**src/assert_macros.svh**
```systemverilog
// Assertion macros shared by the alarm clock RTL.
// Every macro assumes the using module has clk_i and the active-low rst_ni.
`ifndef ASSERT_MACROS_SVH
`define ASSERT_MACROS_SVH

// A property that must hold on every clock edge outside reset.
`define ACWE_ASSERT(lbl, prop, msg) \
  lbl: assert property (@(posedge clk_i) disable iff (!rst_ni) (prop)) \
    else $error(msg);

// A consequence that must hold at the clock edge after its trigger.
`define ACWE_ASSERT_NEXT(lbl, trig, cons, msg) \
  lbl: assert property (@(posedge clk_i) disable iff (!rst_ni) (trig) |=> (cons)) \
    else $error(msg);

`endif

```
**src/acwe_pkg.sv**
```systemverilog
// Types, codes, tables and helper functions for the alarm clock with encoder set.
// No dependencies; used by every module of the block.
package acwe_pkg;

  typedef enum logic [1:0] {
    EVT_TICK   = 2'd0,
    EVT_ENC    = 2'd1,
    EVT_BUTTON = 2'd2
  } evt_e;

  typedef enum logic [1:0] {
    VIEW_CLOCK     = 2'd0,
    VIEW_ALARM     = 2'd1,
    VIEW_SET_CLOCK = 2'd2,
    VIEW_SET_ALARM = 2'd3
  } view_e;

  typedef enum logic [1:0] {
    DIR_HOLD = 2'd0,
    DIR_DOWN = 2'd1,
    DIR_UP   = 2'd2
  } dir_e;

  localparam logic [2:0] BTN_VIEW      = 3'd0;
  localparam logic [2:0] BTN_SET_CLOCK = 3'd4;
  localparam logic [2:0] BTN_SET_ALARM = 3'd5;

  localparam logic [5:0] SEC_LAST  = 6'd59;
  localparam logic [5:0] MIN_LAST  = 6'd59;
  localparam logic [4:0] HOUR_LAST = 5'd23;

  localparam logic [7:0] SEG_BLANK = 8'hFF;
  localparam logic [7:0] SEG_COLON = 8'hFC;
  localparam logic [7:0] ARM_MASK  = 8'hFB;

  // One input event as held in the input register.
  typedef struct packed {
    logic [1:0] mode;
    logic [3:0] enc;
    logic [2:0] btn;
  } evt_t;

  // Architectural state of the clock after an event.
  typedef struct packed {
    logic [5:0] sec;
    logic [5:0] min;
    logic [4:0] hour;
    logic [5:0] al_min;
    logic [4:0] al_hour;
    logic       armed;
    view_e      view;
    logic       sounding;
  } clk_state_t;

  // One result item.
  typedef struct packed {
    logic [7:0] seg_min_ones;
    logic [7:0] seg_min_tens;
    logic [7:0] seg_colon;
    logic [7:0] seg_hour_ones;
    logic [7:0] seg_hour_tens;
    logic [7:0] bargraph;
    logic       alarm_sounding;
    logic [1:0] view_state;
  } disp_t;

  // Quadrature transition table, indexed by {previous A/B, current A/B}.
  function automatic dir_e quad_dir(input logic [3:0] idx);
    dir_e d;
    unique case (idx)
      4'd1, 4'd7, 4'd8, 4'd14: d = DIR_UP;
      4'd2, 4'd4, 4'd11, 4'd13: d = DIR_DOWN;
      default:                  d = DIR_HOLD;
    endcase
    return d;
  endfunction

  // Step a counter up or down by one, wrapping between 0 and top.
  function automatic logic [5:0] step_wrap(input logic [5:0] v, input dir_e d,
                                           input logic [5:0] top);
    logic [5:0] r;
    unique case (d)
      DIR_DOWN: r = (v == 6'd0 || v > top) ? top : v - 6'd1;
      DIR_UP:   r = (v >= top) ? 6'd0 : v + 6'd1;
      default:  r = v;
    endcase
    return r;
  endfunction

  // Split a value below 64 into tens and ones digits.
  function automatic logic [7:0] split_bcd(input logic [5:0] v);
    logic [3:0] tens;
    logic [5:0] ones;
    priority if (v >= 6'd60) tens = 4'd6;
    else if (v >= 6'd50) tens = 4'd5;
    else if (v >= 6'd40) tens = 4'd4;
    else if (v >= 6'd30) tens = 4'd3;
    else if (v >= 6'd20) tens = 4'd2;
    else if (v >= 6'd10) tens = 4'd1;
    else tens = 4'd0;
    ones = v - 6'({tens, 3'b000} + {tens, 1'b0});
    return {tens, ones[3:0]};
  endfunction

  // Active-low seven-segment code of one decimal digit.
  function automatic logic [7:0] seg_digit(input logic [3:0] d);
    logic [7:0] c;
    unique case (d)
      4'd0:    c = 8'hC0;
      4'd1:    c = 8'hF9;
      4'd2:    c = 8'hA4;
      4'd3:    c = 8'hB0;
      4'd4:    c = 8'h99;
      4'd5:    c = 8'h92;
      4'd6:    c = 8'h82;
      4'd7:    c = 8'hF8;
      4'd8:    c = 8'h80;
      4'd9:    c = 8'h98;
      default: c = SEG_BLANK;
    endcase
    return c;
  endfunction

  function automatic logic [7:0] bar_code(input view_e v);
    logic [7:0] c;
    unique case (v)
      VIEW_CLOCK:     c = 8'hC0;
      VIEW_ALARM:     c = 8'h01;
      VIEW_SET_CLOCK: c = 8'h83;
      VIEW_SET_ALARM: c = 8'hFF;
      default:        c = 8'hC0;
    endcase
    return c;
  endfunction

endpackage

```
**src/acwe_time_core.sv**
```systemverilog
// Timekeeping state and its update for one event per cycle while fire_i is high.
// Depends on acwe_pkg and assert_macros.svh.
`include "assert_macros.svh"

module acwe_time_core import acwe_pkg::*; (
  input  logic       clk_i,
  input  logic       rst_ni,
  input  logic       fire_i,
  input  evt_t       evt_i,
  input  logic       cfg_we_i,
  input  logic [5:0] cfg_wdata_i,
  output clk_state_t state_o
);

  clk_state_t st_q, st_d;
  logic [5:0] al_sec_q;
  logic [3:0] last_enc_q, last_enc_d;
  dir_e       dmin, dhr;

  always_comb begin
    st_d       = st_q;
    last_enc_d = last_enc_q;
    dmin       = quad_dir({last_enc_q[1:0], evt_i.enc[1:0]});
    dhr        = quad_dir({last_enc_q[3:2], evt_i.enc[3:2]});
    if (fire_i) begin
      unique case (evt_e'(evt_i.mode))
        EVT_TICK: begin
          if (st_q.sec >= SEC_LAST) begin
            st_d.sec = 6'd0;
            if (st_q.min >= MIN_LAST) begin
              st_d.min  = 6'd0;
              st_d.hour = (st_q.hour >= HOUR_LAST) ? 5'd0 : st_q.hour + 5'd1;
            end else begin
              st_d.min = st_q.min + 6'd1;
            end
          end else begin
            st_d.sec = st_q.sec + 6'd1;
          end
          // The compare sees the time after rollover.
          if (st_q.armed && st_d.hour == st_q.al_hour && st_d.min == st_q.al_min &&
              st_d.sec == al_sec_q) begin
            st_d.sounding = 1'b1;
          end
          if (!st_q.armed) begin
            st_d.sounding = 1'b0;
          end
        end
        EVT_ENC: begin
          if (evt_i.enc != last_enc_q) begin
            if (st_q.view == VIEW_SET_CLOCK) begin
              st_d.min  = step_wrap(st_q.min, dmin, MIN_LAST);
              st_d.hour = 5'(step_wrap({1'b0, st_q.hour}, dhr, {1'b0, HOUR_LAST}));
            end else if (st_q.view == VIEW_SET_ALARM) begin
              st_d.al_min  = step_wrap(st_q.al_min, dmin, MIN_LAST);
              st_d.al_hour = 5'(step_wrap({1'b0, st_q.al_hour}, dhr, {1'b0, HOUR_LAST}));
            end
            last_enc_d = evt_i.enc;
          end
        end
        EVT_BUTTON: begin
          if (evt_i.btn == BTN_VIEW) begin
            st_d.view = view_e'({1'b0, ~st_q.view[0]});
          end else if (evt_i.btn == BTN_SET_CLOCK) begin
            st_d.view = VIEW_SET_CLOCK;
          end else if (evt_i.btn == BTN_SET_ALARM) begin
            st_d.view  = VIEW_SET_ALARM;
            st_d.armed = ~st_q.armed;
          end
        end
        default: ;
      endcase
    end
  end

  always_ff @(posedge clk_i or negedge rst_ni) begin
    if (!rst_ni) begin
      st_q.sec      <= 6'd40;
      st_q.min      <= 6'd55;
      st_q.hour     <= 5'd11;
      st_q.al_min   <= 6'd56;
      st_q.al_hour  <= 5'd11;
      st_q.armed    <= 1'b1;
      st_q.view     <= VIEW_CLOCK;
      st_q.sounding <= 1'b0;
      last_enc_q    <= 4'd0;
      al_sec_q      <= 6'd0;
    end else begin
      st_q       <= st_d;
      last_enc_q <= last_enc_d;
      if (cfg_we_i) begin
        al_sec_q <= cfg_wdata_i;
      end
    end
  end

  assign state_o = st_d;

  `ACWE_ASSERT(a_time_range, st_q.sec <= SEC_LAST && st_q.min <= MIN_LAST && st_q.hour <= HOUR_LAST, "clock time out of range")
  `ACWE_ASSERT(a_alarm_range, st_q.al_min <= MIN_LAST && st_q.al_hour <= HOUR_LAST, "alarm time out of range")
  `ACWE_ASSERT_NEXT(a_disarm_quiet, fire_i && evt_i.mode == EVT_TICK && !st_q.armed, !st_q.sounding, "tone on after tick while disarmed")
  `ACWE_ASSERT_NEXT(a_idle_hold, !fire_i, st_q == $past(st_q), "state changed without an event")

endmodule

```
**src/acwe_display.sv**
```systemverilog
// Display formatting: digits, colon, blanking and bargraph from the clock state.
// Depends on acwe_pkg; purely combinational.
module acwe_display import acwe_pkg::*; (
  input  clk_state_t state_i,
  output disp_t      disp_o
);

  logic [5:0] m, h;
  logic [7:0] m_bcd, h_bcd, colon, mask;
  logic       odd, show;

  always_comb begin
    odd  = state_i.sec[0];
    mask = state_i.armed ? ARM_MASK : SEG_BLANK;
    if (state_i.view == VIEW_ALARM || state_i.view == VIEW_SET_ALARM) begin
      m = state_i.al_min;
      h = {1'b0, state_i.al_hour};
    end else begin
      m = state_i.min;
      h = {1'b0, state_i.hour};
    end
    if (state_i.view == VIEW_CLOCK) begin
      colon = (odd ? SEG_COLON : SEG_BLANK) & mask;
    end else begin
      colon = SEG_COLON & mask;
    end
    // Set views blink: blank on even seconds.
    show  = !(state_i.view[1] && !odd);
    m_bcd = split_bcd(m);
    h_bcd = split_bcd(h);

    disp_o.seg_min_ones   = show ? seg_digit(m_bcd[3:0]) : SEG_BLANK;
    disp_o.seg_min_tens   = show ? seg_digit(m_bcd[7:4]) : SEG_BLANK;
    disp_o.seg_colon      = show ? colon : SEG_BLANK;
    disp_o.seg_hour_ones  = show ? seg_digit(h_bcd[3:0]) : SEG_BLANK;
    disp_o.seg_hour_tens  = show ? seg_digit(h_bcd[7:4]) : SEG_BLANK;
    disp_o.bargraph       = bar_code(state_i.view);
    disp_o.alarm_sounding = state_i.sounding;
    disp_o.view_state     = state_i.view;
  end

endmodule

```
**src/alarm_clock_with_encoder_set.sv**
```systemverilog
// Top level of the alarm clock with encoder time setting.
// Depends on acwe_pkg, acwe_time_core, acwe_display and assert_macros.svh.
//
//   Channel   Direction  Handshake               Payload
//   -------   ---------  ----------------------  ------------------------------------
//   event     in         in_valid_i / in_stall_o  mode_i, encoder_bits_i, button_i
//   result    out        out_valid_o / out_stall_i seven segment bytes, bargraph, flags
//   config    in         cfg_we_i                 cfg_wdata_i (alarm second)
//
// Every event passes from transfer into the input register, then through the state
// update and display logic into the result register. One event can be transferred
// each cycle unless a result stalls; the state update is a single pass.
// Reset is asynchronous and active low; it loads the clock to 11:55:40, armed,
// clock view, and empties both pipeline stages.
// A stalled result holds the result register and, through in_stall_o, the input
// register; a new event is still taken while a result waits if the input is free.
`include "assert_macros.svh"

module alarm_clock_with_encoder_set import acwe_pkg::*; (
  input  logic       clk_i,
  input  logic       rst_ni,
  input  logic       in_valid_i,
  output logic       in_stall_o,
  input  logic [1:0] mode_i,
  input  logic [3:0] encoder_bits_i,
  input  logic [2:0] button_i,
  input  logic       cfg_we_i,
  input  logic [5:0] cfg_wdata_i,
  output logic       out_valid_o,
  input  logic       out_stall_i,
  output logic [7:0] seg_min_ones_o,
  output logic [7:0] seg_min_tens_o,
  output logic [7:0] seg_colon_o,
  output logic [7:0] seg_hour_ones_o,
  output logic [7:0] seg_hour_tens_o,
  output logic [7:0] bargraph_o,
  output logic       alarm_sounding_o,
  output logic [1:0] view_state_o
);

  logic       in_valid_q, in_valid_d;
  logic       out_valid_q, out_valid_d;
  evt_t       evt_q;
  disp_t      out_q;
  disp_t      disp;
  clk_state_t state_nxt;
  logic       advance, fire, load;

  // The held event may move on when the result register is empty or is being drained.
  assign advance    = !out_valid_q || !out_stall_i;
  assign fire       = in_valid_q && advance;
  assign in_stall_o = in_valid_q && !advance;
  assign load       = in_valid_i && !in_stall_o;

  always_comb begin
    in_valid_d = in_valid_q;
    if (load) begin
      in_valid_d = 1'b1;
    end else if (advance) begin
      in_valid_d = 1'b0;
    end
    out_valid_d = out_valid_q;
    if (fire) begin
      out_valid_d = 1'b1;
    end else if (!out_stall_i) begin
      out_valid_d = 1'b0;
    end
  end

  always_ff @(posedge clk_i or negedge rst_ni) begin
    if (!rst_ni) begin
      in_valid_q  <= 1'b0;
      out_valid_q <= 1'b0;
    end else begin
      in_valid_q  <= in_valid_d;
      out_valid_q <= out_valid_d;
    end
  end

  // Payload registers carry no reset; their valid bits guard them.
  always_ff @(posedge clk_i) begin
    if (load) begin
      evt_q.mode <= mode_i;
      evt_q.enc  <= encoder_bits_i;
      evt_q.btn  <= button_i;
    end
    if (fire) begin
      out_q <= disp;
    end
  end

  acwe_time_core u_core (
    .clk_i       (clk_i),
    .rst_ni      (rst_ni),
    .fire_i      (fire),
    .evt_i       (evt_q),
    .cfg_we_i    (cfg_we_i),
    .cfg_wdata_i (cfg_wdata_i),
    .state_o     (state_nxt)
  );

  acwe_display u_disp (
    .state_i (state_nxt),
    .disp_o  (disp)
  );

  assign out_valid_o      = out_valid_q;
  assign seg_min_ones_o   = out_q.seg_min_ones;
  assign seg_min_tens_o   = out_q.seg_min_tens;
  assign seg_colon_o      = out_q.seg_colon;
  assign seg_hour_ones_o  = out_q.seg_hour_ones;
  assign seg_hour_tens_o  = out_q.seg_hour_tens;
  assign bargraph_o       = out_q.bargraph;
  assign alarm_sounding_o = out_q.alarm_sounding;
  assign view_state_o     = out_q.view_state;

  `ACWE_ASSERT_NEXT(a_fire_fills, fire, out_valid_q, "processed event left no result")
  `ACWE_ASSERT_NEXT(a_stall_holds, out_valid_q && out_stall_i,
                    out_valid_q && $stable(out_q), "stalled result changed")
  `ACWE_ASSERT(a_stall_only_full,
               !in_stall_o || (in_valid_q && out_valid_q && out_stall_i),
               "input stalled without cause")

endmodule

```
**config.mk**
```make
export PLATFORM = sky130hd
export DESIGN_NAME = alarm_clock_with_encoder_set
export DESIGN_NICKNAME = d
export VERILOG_FILES = /design/src/acwe_pkg.sv /design/src/acwe_time_core.sv /design/src/acwe_display.sv /design/src/alarm_clock_with_encoder_set.sv
export VERILOG_INCLUDE_DIRS = /design/src /design/src/src
export SDC_FILE = /design/constraint.sdc
export NUM_CORES = 1
export LEC_CHECK = 0
export BUFFER_PORTS_ARGS = -buffer_cell sky130_fd_sc_hd__buf_4
export CORE_MARGIN = 1
export CORE_UTILIZATION = 35
export CTS_BUF_LIST = sky130_fd_sc_hd__clkbuf_2
export DETAILED_ROUTE_END_ITERATION = 10
export GPL_ROUTABILITY_DRIVEN = 0
export GPL_TIMING_DRIVEN = 0
export MAX_ROUTING_LAYER = met4
export PLACE_DENSITY = 0.48
export SETUP_SLACK_MARGIN = 0.15
export SYNTH_ARGS = -nofsm -noshare
export SYNTH_HDL_FRONTEND = slang
export SYNTH_SLANG_ARGS = --single-unit
export TNS_END_PERCENT = 50
```
**constraint.sdc**
```tcl
create_clock -name clk_i -period 13.15 [get_ports clk_i]
set_input_delay 1.315 -clock clk_i [delete_from_list [all_inputs] [get_ports clk_i]]
set_output_delay 1.315 -clock clk_i [all_outputs]
set_load 0.01 [all_outputs]
```
# Word level (Yosys, flattened, before mapping)
# Memories as Yosys holds them, arrays and structs flattened. A register that Yosys moved wholly into a read port is not among the register bits.
# Index checks and enable logic that the tools add are counted.
# totals
ff_bits	104
latchBits	0
mem_bits_rw	0
romBits	512
inputBits	20
out_inout_bits	53
wordCells	174
memories	6
# memory_table
memory	depth	width	read_ports	rd_ports_with_merged_regs	wr	line	source
(name not given)	16	7	1	1	0	acwe_pkg.sv:108	unique case (d)
(name not given)	16	7	1	1	0	acwe_pkg.sv:108	
(name not given)	16	7	1	1	0	acwe_pkg.sv:108	
(name not given)	16	7	1	1	0	acwe_pkg.sv:108	
(name not given)	16	2	1	0	0	acwe_pkg.sv:70	unique case (idx)
(name not given)	16	2	1	0	0	acwe_pkg.sv:70	
# classes
addsub	14
mul	0
div	0
magnitude_cmp	22
eq_ne	18
n_shift	0
mux	59
n_bitwise	3
n_reduce_logical	28
# op_table
op	count
two-way mux 11 bit	7
two-way mux 6 bit	8
two-way mux 4 bit	10
>= comparator 6 bit, second input constant	6
two-way mux 5 bit	7
case mux 8 bit (4 select lines)	1
two-way mux 27 bit	1
>= comparator 5 bit, second input constant	5
case mux 6 bit (2 select lines)	2
two-way mux 22 bit	1
case mux 11 bit (2 select lines)	1
case mux 5 bit (2 select lines)	2
adder 6 x 1 -> 6 bit, second input constant	3
>= comparator 5 x 6 -> 1 bit, second input constant	3
adder 5 x 1 -> 5 bit, second input constant	3
== test 2 bit, second input constant	7
== test 6 bit	2
>= comparator 6 x 5 -> 1 bit, second input constant	2
greater-than comparator 6 bit, second input constant	2
zero test 6 bit	2
two-way mux 1 bit	12
subtractor 6 x 1 -> 6 bit, second input constant	2
greater-than comparator 5 bit, second input constant	2
zero test 5 bit	2
other kinds (23)	51

# Longest topological paths before layout
# Gate-level depths: netlist of the first run.
# logic_depth
depth_word	26
ltp_mapped	24

# Hierarchy
# Synthesis of the first run repeated with hierarchy kept, for this count alone.
# hier_totals
cells_unflattened	791
area_unflattened_um2	7403.4
# by_module_without_submodules
mod	instances	cells_each	area_per_inst_um2
acwe_time_core	1	500	3948.8
alarm_clock_with_encoder_set	1	68	1894.3
acwe_display	1	223	1560.2

# Worst setup path after synthesis of the first run
# No wires, ideal clock.
# synth_timing
kind	input port to flip-flop
from	input out_stall_i
to	register, netlist name seg_min_ones_o[5]
setup_time_ns	0.268
t_arrival_ns	6.095
setup_slack_ns	6.788
cell_stages	24
n_path_buf	3
cell_sequence	a21bo_2 buf_2 nor4_1 nand2b_1 a21oi_1 inv_1 ha_1 or2_2 buf_1 clkbuf_1 o211ai_1 o211ai_2 ha_1 or4_4 a31oi_4 or3_1 inv_1 ha_1 xor2_1 nand2_1 nor2_1 nor2_1 nor3_1 o21ai_1
# synth_lines
item	line	source
start: declaration	alarm_clock_with_encoder_set.sv:30	input logic out_stall_i,

==> run_results.csv, run 1 <==
group,metric,value,unit
setup_path,cp_max_fo,10,
synth,synth_ff_type,"edfxtp_1",
clock_tree,cts_tree,"yes",
timing,tightest_slew,1.27,ns
setup_path,crit_buf_inv,6,
clock_tree,cts.path.max_buffers,2,
synth,synth_top_area_frac,0.197,
timing,hold_slack,0.513,ns
floorplan,start_util,0.358,
floorplan,coreArea,0.0196,mm^2
timing,finalSetupViolations,0,
power,power.internal,1.02,mW
synth,syn_area,0.00702,mm^2
timing,fin_crit_sh,0.530,
finish,fillers,2007,
synth,yosysMostFrequentCell,"nand2_1",
placement,portBuffers,62,
finish,multi_input_area,0.00408,mm^2
clock_tree,clk_pin_slew,0.27,ns
floorplan,die_x,144,um
clock_tree,root_buffer,"clkbuf_2",
clock_tree,postCtsSetupBuffers,0,
synth,ys_seq_area_frac,0.357,
power,p_leak,3.25,nW
finish,regArea,0.00250,mm^2
floorplan,ios,73,
setup_path,cpPeakStageDelay,0.55,ns
finish,area_growth,13.8,%
route,wire_per_inst,16.9,um
grt,grt_pass1_vias,5880,
placement,dpl.hpwl,14500,um
grt,gr-total-overflow,0,
synth,yosys-top-cells-area,"edfxtp_1 20%, dfrtp_1 9.6%, ha_1 8.0%, dfstp_2 6.4%, nand2_1 4.1%",
synth,ys_ff_latch,90,
synth,yosysTopAreaCell,"edfxtp_1",
worst_hold_path,holdPathStages,1,
grt,grt_antenna_before_repair,1,
route,ant_nets,0,
outcome,status,"finished clean",
route,finalWirelength,19100,um
power,p_clk_frac,0.075,
route,drc,0,
clock_tree,holdBufCountCts,0,
grt,grt_max_degree,45,
finish,nNetsFinal,922,
timing,maxSlewViolCount,0,
synth,async_flop_share,0.489,
route,vias,6118,
setup_path,ff2ff_setup_slack,6.42,ns
route,drt_iter0_drc,404,
placement,dp_cells,1111,
setup_path,worst-path-stages,25,
power,combPwrFrac,0.678,
timing,max_slew_margin,0.149,
setup_path,reg2reg_depth,24,
timing,skew,0.0351,ns
power,swShare,0.486,
timing,rsz0062_at_grt,"false",
setup_path,critPathKind,"input pin to register",
clock_tree,cts.sinks,90,
finish,instances_no_fill,1127,
clock_tree,htree_levels,3,
finish,drive_above_1_share,0.181,
setup_path,critPathArrivalTime,7.37,ns
setup_path,cp_common_cell,"ha_1",
route,viasPerCell,5.43,
synth,ys_warn_count,0,
route,drt_first_pass_iters,4,
synth,syn_avg_cell_area,9.06,um^2
floorplan,die_h,144,um
clock_tree,cts_buffers,9,
setup_path,worst_ep_required_time,13.55,ns
timing,fin_tns_setup,0,ns
clock_tree,clk_latency,0.61,ns
timing,period_needed,6.98,ns
worst_hold_path,min_path_type,"register to register",
timing,fmax,143,MHz
grt,grt_pass1_wl,30600,um
synth,yosys.cell_types.count,95,
power,power_density,249,mW/mm^2
clock_tree,ctsResizeCount,0,
power,irDropWorstVdd,0.000213,V
synth,syn_inst,775,
timing,hold_viol,0,
floorplan,die-area,0.0206,mm^2
synth,synth_edf_count,46,
floorplan,core.rowCount,51,
flow_run,maxCapViolations,0,
setup_path,cp_slowest_cell,"or4_4",
setup_path,critPathCaptureType,"register",
grt,grtUsageTotal,0.198,
power,p_seq_frac,0.248,
synth,ys_top_cells_by_count,"76 x nand2_1, 50 x inv_1, 48 x nor2_1",
setup_path,critPathTopFamily,"simple AND/OR/NAND/NOR gates",
setup_path,startpoint_type,"input pin",
power,switching_power,966,uW
==> registers in the layout (all words and copies together), names as in the netlist <==
signal and count:
u_core.st_q 32, evt_q 9, seg_hour_ones_o 7, seg_min_ones_o 7
seg_min_tens_o 7, seg_hour_tens_o 6, u_core.al_sec_q 6, bargraph_o 5
u_core.last_enc_q 4, seg_colon_o 2, view_state_o 2, alarm_sounding_o 1
in_valid_q 1, out_valid_o 1
==> placed cells by master (no fill, tap or decap), drive strengths merged, types with 8 or more instances in the layout <==
master,instances
and3,12
o211ai,11
nor2,50
ha,45
dfrtp,27
conb,9
xnor2,23
a21o,8
inv,53
nand3,30
o2111ai,8
nand2b,10
and2,15
buf,90
edfxtp,46
nand2,76
nor3,18
xor2,20
clkbuf,35
dfstp,17
o21ai,40
a21oi,42
mux2i,9
a31oi,15
==> layer usage <==
| layer | vias to the layer above | global-route usage | wire [um] |
|---|---|---|---|
| li1 | 2982 | - | - |
| met1 | 2950 | 0.254 | 8830 |
| met2 | 153 | 0.316 | 8970 |
| met3 | 33 | 0.0323 | 837 |
| met4 | 0 | 0.0683 | 427 |
| met5 | - | - | 0 |
==> power groups by stage <==
| stage | clock (mW) | combinational, mW | sequential, mW |
|---|---|---|---|
| 6_report | 0.148 | 1.35 | 0.493 |
| 5_1_grt | 0.166 | 1.51 | 0.503 |
| 4_1_cts | 0.156 | 1.34 | 0.494 |
| 3_5_place_dp | 0 | 1.34 | 0.500 |
| 3_3_place_gp | 0 | 1.31 | 0.499 |
| 2_1_floorplan | 0 | 0.980 | 0.508 |
==> final timing paths <==
kind,startpoint,endpoint
min in group asynchronous,rst_ni,u_core.st_q[11]
worst min register to register,in_valid_q,out_valid_o
worst max register to register,evt_q[8],seg_min_ones_o[5]
worst min-delay path,in_valid_q,out_valid_o
worst max-delay path,out_stall_i,seg_min_ones_o[5]
max in group asynchronous,rst_ni,u_core.al_sec_q[0]
==> cells by family (layout without fill, tap and decap cells) <==
group | Yosys count | count (layout) | share of synthesized area
XOR/XNOR | 43 | 43 | 0.0547
other | 1 | 10 | 0.000534
buffers and inverters | 104 | 182 | 0.0666
AO/OA/AOI/OAI | 218 | 218 | 0.230
flip-flops | 90 | 90 | 0.357
multiplexers | 16 | 16 | 0.0241
AND/OR/NAND/NOR | 257 | 257 | 0.186
adder cells (fa/ha/maj) | 46 | 46 | 0.0816
==> layout make-up <==
cell class                      instances  area share
Sequential cell                        90       0.313
Inverter                               51      0.0240
Clock buffer                            9     0.00564
Multi-Input combinational cell        589       0.511
Buffer                                 53      0.0346
Tap cell                              265      0.0415
Timing Repair Buffer                   63      0.0617
Clock inverter                          6     0.00814
Antenna cell                            1    0.000313
==> per-stage QoR <==
step                       util  total power [mW]  cell area, um^2  worst slack, ns
after floorplan               -              1.49             7050             6.79
after global placement    0.401              1.81             7850             5.60
after detailed placement  0.402              1.84             7880             5.50
after CTS                 0.408              1.99             7990             6.23
after global routing      0.408              2.18             7990             5.72
final                     0.408              1.99             7990             6.17
Note: power is estimated with default switching activity, not from simulation.
==> inputs of run 2 (changes only) <==
- clock period: 13.15 -> 7.19 ns (I/O delays scaled with it)
==> run 2 against run 1 <==
Effect of this change:
- worst hold slack lost 0.43 ns
- count of clock-buffer cells in the layout unchanged
- first-iteration DRC count down 5.2%
- critical path depth shrank 1
- via count about the same
- clock power is 84% higher
- sequential share of layout area barely moved
- die area unchanged
- clock skew grew 0.0064 ns
- highest routed layer unchanged
- sequential cell count unchanged
==> run_results.csv, run 2 (same netlist as run 1, synthesis figures left out) <==
group,metric,value,unit
outcome,status,"finished clean",
floorplan,coreArea,0.0196,mm^2
grt,grt_antenna_before_repair,1,
grt,grt_max_degree,45,
clock_tree,cts_tree,"yes",
finish,drive_above_1_share,0.184,
route,drc,0,
route,ant_nets,0,
finish,area_growth,13.9,%
clock_tree,clk_pin_slew,0.28,ns
timing,fin_tns_setup,0,ns
grt,grtUsageTotal,0.198,
setup_path,cpPeakStageDelay,0.55,ns
route,finalWirelength,19100,um
floorplan,die_h,144,um
floorplan,ios,73,
timing,tightest_slew,1.24,ns
setup_path,worst_ep_required_time,7.58,ns
timing,max_slew_margin,0.170,
route,viasPerCell,5.43,
floorplan,core.rowCount,51,
clock_tree,postCtsSetupBuffers,0,
setup_path,critPathArrivalTime,6.83,ns
route,drt_first_pass_iters,7,
setup_path,startpoint_type,"register",
timing,rsz0062_at_grt,"false",
timing,period_needed,6.44,ns
timing,fin_crit_sh,0.896,
finish,regMostFlops,"u_core.st_q",
setup_path,cp_max_fo,10,
finish,finish.utilization,0.408,
setup_path,cp_slowest_cell,"or4_4",
finish,instances_no_fill,1127,
clock_tree,cts.sinks,90,
route,drt_iter0_drc,383,
power,p_leak,3.25,nW
grt,grt_pass1_wl,30600,um
placement,dp_cells,1111,
finish,largest_reg_flops,32,
clock_tree,cts.path.max_buffers,2,
route,vias,6122,
placement,portBuffers,62,
grt,gr-total-overflow,0,
finish,layout_common_cells,"78 x buf_4, 76 x nand2_1, 50 x inv_1, 48 x nor2_1, 46 x edfxtp_1",
route,wire_per_inst,16.9,um
flow_run,maxCapViolations,0,
setup_path,crit_buf_inv,6,
setup_path,critPathTopFamily,"simple AND/OR/NAND/NOR gates",
setup_path,critPathKind,"register to register",
power,power_density,455,mW/mm^2
finish,regArea,0.00250,mm^2
timing,fmax,155,MHz
finish,fillers,2007,
floorplan,die-area,0.0206,mm^2
finish,nNetsFinal,922,
timing,finalSetupViolations,0,
floorplan,start_util,0.358,
clock_tree,root_buffer,"clkbuf_2",
clock_tree,holdBufCountCts,0,
setup_path,critPathCaptureType,"register",
grt,grt_pass1_vias,5880,
timing,maxSlewViolCount,0,
timing,skew,0.0415,ns
clock_tree,cts_buffers,9,
finish,multi_input_area,0.00409,mm^2
clock_tree,ctsResizeCount,0,
worst_hold_path,min_path_type,"input pin to async pin",
setup_path,crit_chain,"clkbuf_1, inv_1, nor4_2, nand2b_1, a21oi_2, inv_1, ha_1, or2_2, buf_1, clkbuf_1, o211ai_1, o211ai_2, ha_1, or4_4, a31oi_4, or3_1, inv_1, ha_1, xor2_1, nand2_1, nor2_1, nor2_1, nor3_1, o21ai_1",
power,irDropWorstVdd,0.000389,V
timing,hold_slack,0.0796,ns
placement,dpl.hpwl,14500,um
clock_tree,htree_levels,3,
floorplan,die_x,144,um
clock_tree,clk_latency,0.61,ns
finish,final_common_cell,"buf_4",
timing,hold_viol,0,
finish,top_regs,"u_core.st_q: 32 flops, evt_q: 9 flops",
-- run 2: metrics by stage --
step / worst slack [ns] / total power [mW] / area, um^2
floorplan: 1.42 / 2.72 / 7050
global placement: 0.233 / 3.31 / 7850
detailed placement: 0.137 / 3.36 / 7880
CTS: 0.469 / 3.65 / 7990
global route: 0.253 / 3.99 / 8000
finish: 0.750 / 3.64 / 8000
-- run 2: layout make-up --
class / count / area share
inverters: 51 / 0.0239
well taps: 265 / 0.0415
plain buffers: 53 / 0.0346
clock buffers: 9 / 0.00563
diodes: 1 / 0.000313
clock inverters: 6 / 0.00813
flip-flops and latches: 90 / 0.313
repair buffers: 63 / 0.0616
multi-input cells: 589 / 0.511
-- run 2: power by group --
part / internal (mW) / switching, mW
clock network: 0.0801 / 0.192
logic: 0.984 / 1.48
registers: 0.807 / 0.0947
-- run 2: worst paths after layout --
path                       slack [ns]  cells past startpoint                  to   startpoint
max in group asynchronous        6.66                      1  u_core.al_sec_q[0]       rst_ni
max                              0.75                     24   seg_min_ones_o[5]     evt_q[8]
min reg2reg                      0.51                      1         out_valid_o   in_valid_q
min                              0.08                      1     u_core.st_q[10]       rst_ni
max reg2reg                      0.75                     24   seg_min_ones_o[5]     evt_q[8]
min in group clk_i               0.27                      1            evt_q[0]  button_i[0]
-- run 2: layer usage --
| metal | wire length (um) | vias up | track usage |
|---|---|---|---|
| li1 | - | 2979 | - |
| met1 | 8810 | 2935 | 0.254 |
| met2 | 8990 | 176 | 0.316 |
| met3 | 850 | 32 | 0.0323 |
| met4 | 425 | 0 | 0.0683 |
| met5 | 0 | - | - |
-- run 2: worst register-to-register path, delay by kind of cell, from the launching register on --
| kind | cells | cell delay [ns] |
|---|---|---|
| simple gates | 9 | 2.05 |
| buf+inv | 6 | 1.47 |
| flops | 1 | 0.38 |
| compound gates | 5 | 1.09 |
| xor+xnor | 1 | 0.40 |
| fa+ha+maj | 3 | 0.84 |
==> inputs of run 3 (changes only) <==
- CELL_PAD_IN_SITES_DETAIL_PLACEMENT: unset -> 1
- CELL_PAD_IN_SITES_GLOBAL_PLACEMENT: unset -> 1
- MAX_ROUTING_LAYER: met4 -> unset
- PLACE_DENSITY: 0.48 -> 0.67
==> run 3 against run 2 <==
Effect of this change:
- routed wire length up 7.3%
- final area up 0.50%
- sequential cell count unchanged
- critical path type unchanged
==> run_results.csv, run 3 (same netlist as run 1, synthesis figures left out) <==
group,metric,value,unit
outcome,status,"finished clean",
timing,max_slew_margin,0.155,
finish,nNetsFinal,921,
clock_tree,cts.path.max_buffers,2,
timing,hold_viol,0,
power,p_leak,3.27,nW
clock_tree,clk_latency,0.64,ns
route,drt_first_pass_iters,4,
clock_tree,root_buffer,"clkbuf_2",
clock_tree,clk_pin_slew,0.31,ns
placement,portBuffers,62,
finish,regMostFlops,"u_core.st_q",
clock_tree,cts.sinks,90,
timing,tightest_slew,1.26,ns
timing,skew,0.0376,ns
finish,layout_common_cells,"78 x buf_4, 76 x nand2_1, 49 x inv_1, 48 x nor2_1, 46 x edfxtp_1",
setup_path,critPathCaptureType,"register",
grt,grt_pass1_wl,33200,um
placement,dpl.hpwl,15500,um
clock_tree,postCtsSetupBuffers,0,
route,wire_per_inst,18.2,um
setup_path,cp_max_fo,10,
timing,fin_crit_sh,0.910,
route,drc,0,
route,finalWirelength,20500,um
finish,area_growth,14.5,%
route,drt_iter0_drc,264,
floorplan,die_h,144,um
clock_tree,cts_buffers,9,
power,power_density,467,mW/mm^2
floorplan,core.rowCount,51,
timing,rsz0062_at_grt,"false",
setup_path,critPathArrivalTime,6.96,ns
floorplan,start_util,0.358,
route,ant_nets,0,
floorplan,coreArea,0.0196,mm^2
timing,maxSlewViolCount,0,
flow_run,maxCapViolations,0,
setup_path,r2r-start,"evt_q[8]",
grt,gr-total-overflow,0,
worst_hold_path,min_path_type,"input pin to async pin",
timing,fmax,153,MHz
finish,finish.utilization,0.410,
setup_path,reg2reg_depth,21,
grt,grtUsageTotal,0.209,
finish,final_common_cell,"buf_4",
finish,instances_no_fill,1127,
grt,grt_pass1_vias,6125,
finish,largest_reg_flops,32,
setup_path,startpoint_type,"register",
timing,finalSetupViolations,0,
finish,top_regs,"u_core.st_q: 32 flops, evt_q: 9 flops",
grt,grt_max_degree,45,
timing,fin_tns_setup,0,ns
timing,period_needed,6.54,ns
floorplan,die_x,144,um
grt,grt_antenna_before_repair,1,
timing,setup_slack,0.648,ns
power,irDropWorstVdd,0.000218,V
setup_path,worst_ep_required_time,7.61,ns
placement,dp_cells,1110,
placement,dp_slack,0.0676,ns
setup_path,ff2ff_setup_slack,0.65,ns
clock_tree,cts_tree,"yes",
setup_path,critPathKind,"register to register",
power,finalPower,3.76,mW
route,viasPerCell,5.40,
floorplan,die-area,0.0206,mm^2
clock_tree,htree_levels,3,
route,vias,6085,
finish,drive_above_1_share,0.186,
floorplan,ios,73,
setup_path,timing.rr.end,"seg_min_ones_o[6]",
## run 3: final cells by class
class / instances / area (um^2)
fill: 2339 / 11600
multi-input combinational: 589 / 4090
sequential: 90 / 2500
timing repair buffer: 62 / 465
tap: 265 / 332
buffer: 53 / 278
inverter: 51 / 191
clock inverter: 7 / 128
clock buffer: 9 / 45.0
antenna: 1 / 2.50
## run 3: critical path, cell delays in order, from the launching register on
cell	delay (ns)
edfxtp_1	0.39
clkbuf_1	0.37
inv_1	0.18
nor4_2	0.41
nand2b_1	0.13
a21oi_1	0.39
inv_1	0.17
ha_1	0.28
or2_2	0.28
buf_1	0.30
clkbuf_2	0.35
o211ai_1	0.21
o211ai_2	0.31
ha_1	0.31
or4_4	0.54
a31oi_4	0.19
or3_1	0.21
inv_1	0.13
ha_1	0.27
xnor2_1	0.47
nor2_1	0.14
a211o_1	0.29
## run 3: repair_timing
item	4_1_cts	5_1_grt
resized for setup	0	4
hold buffers	0	0
endpoints found under the setup margin	0	7
hold endpoints to repair	0	0
## run 3: report_power, final
group          internal [mW]  switching (mW)
Clock                  0.154           0.209
Combinational          0.983            1.51
Sequential             0.807          0.0955
Total                   1.94            1.81
## run 3: stage by stage
stage | hold WS [ns] | instance area, um^2
final | 0.0475 | 8040
after global routing | 0.0110 | 8040
after CTS | 0.0349 | 8020
after detailed placement | 0.473 | 7850
after global placement | 0.460 | 7850
after floorplan | 0.423 | 7050
## run 3: how the worst max path moves through the flow
stage	from	to	slack (ns)	cells after the start
after global routing	evt_q[8]	seg_min_ones_o[6]	0.21	21
after floorplan	out_stall_i	seg_min_ones_o[5]	1.42	24
after detailed placement	out_stall_i	seg_min_ones_o[5]	0.07	25
final	evt_q[8]	seg_min_ones_o[6]	0.65	21
after global placement	out_stall_i	seg_min_ones_o[5]	0.24	25
after CTS	evt_q[8]	seg_min_ones_o[5]	0.34	24
## run 3: layer usage
metal  routed length [um]  vias up  global-route usage
li1                     -     2975                   -
met1                 9740     2975               0.283
met2                 9630      105               0.338
met3                  617       30              0.0303
met4                  482        0              0.0767
met5                    0        -                   0
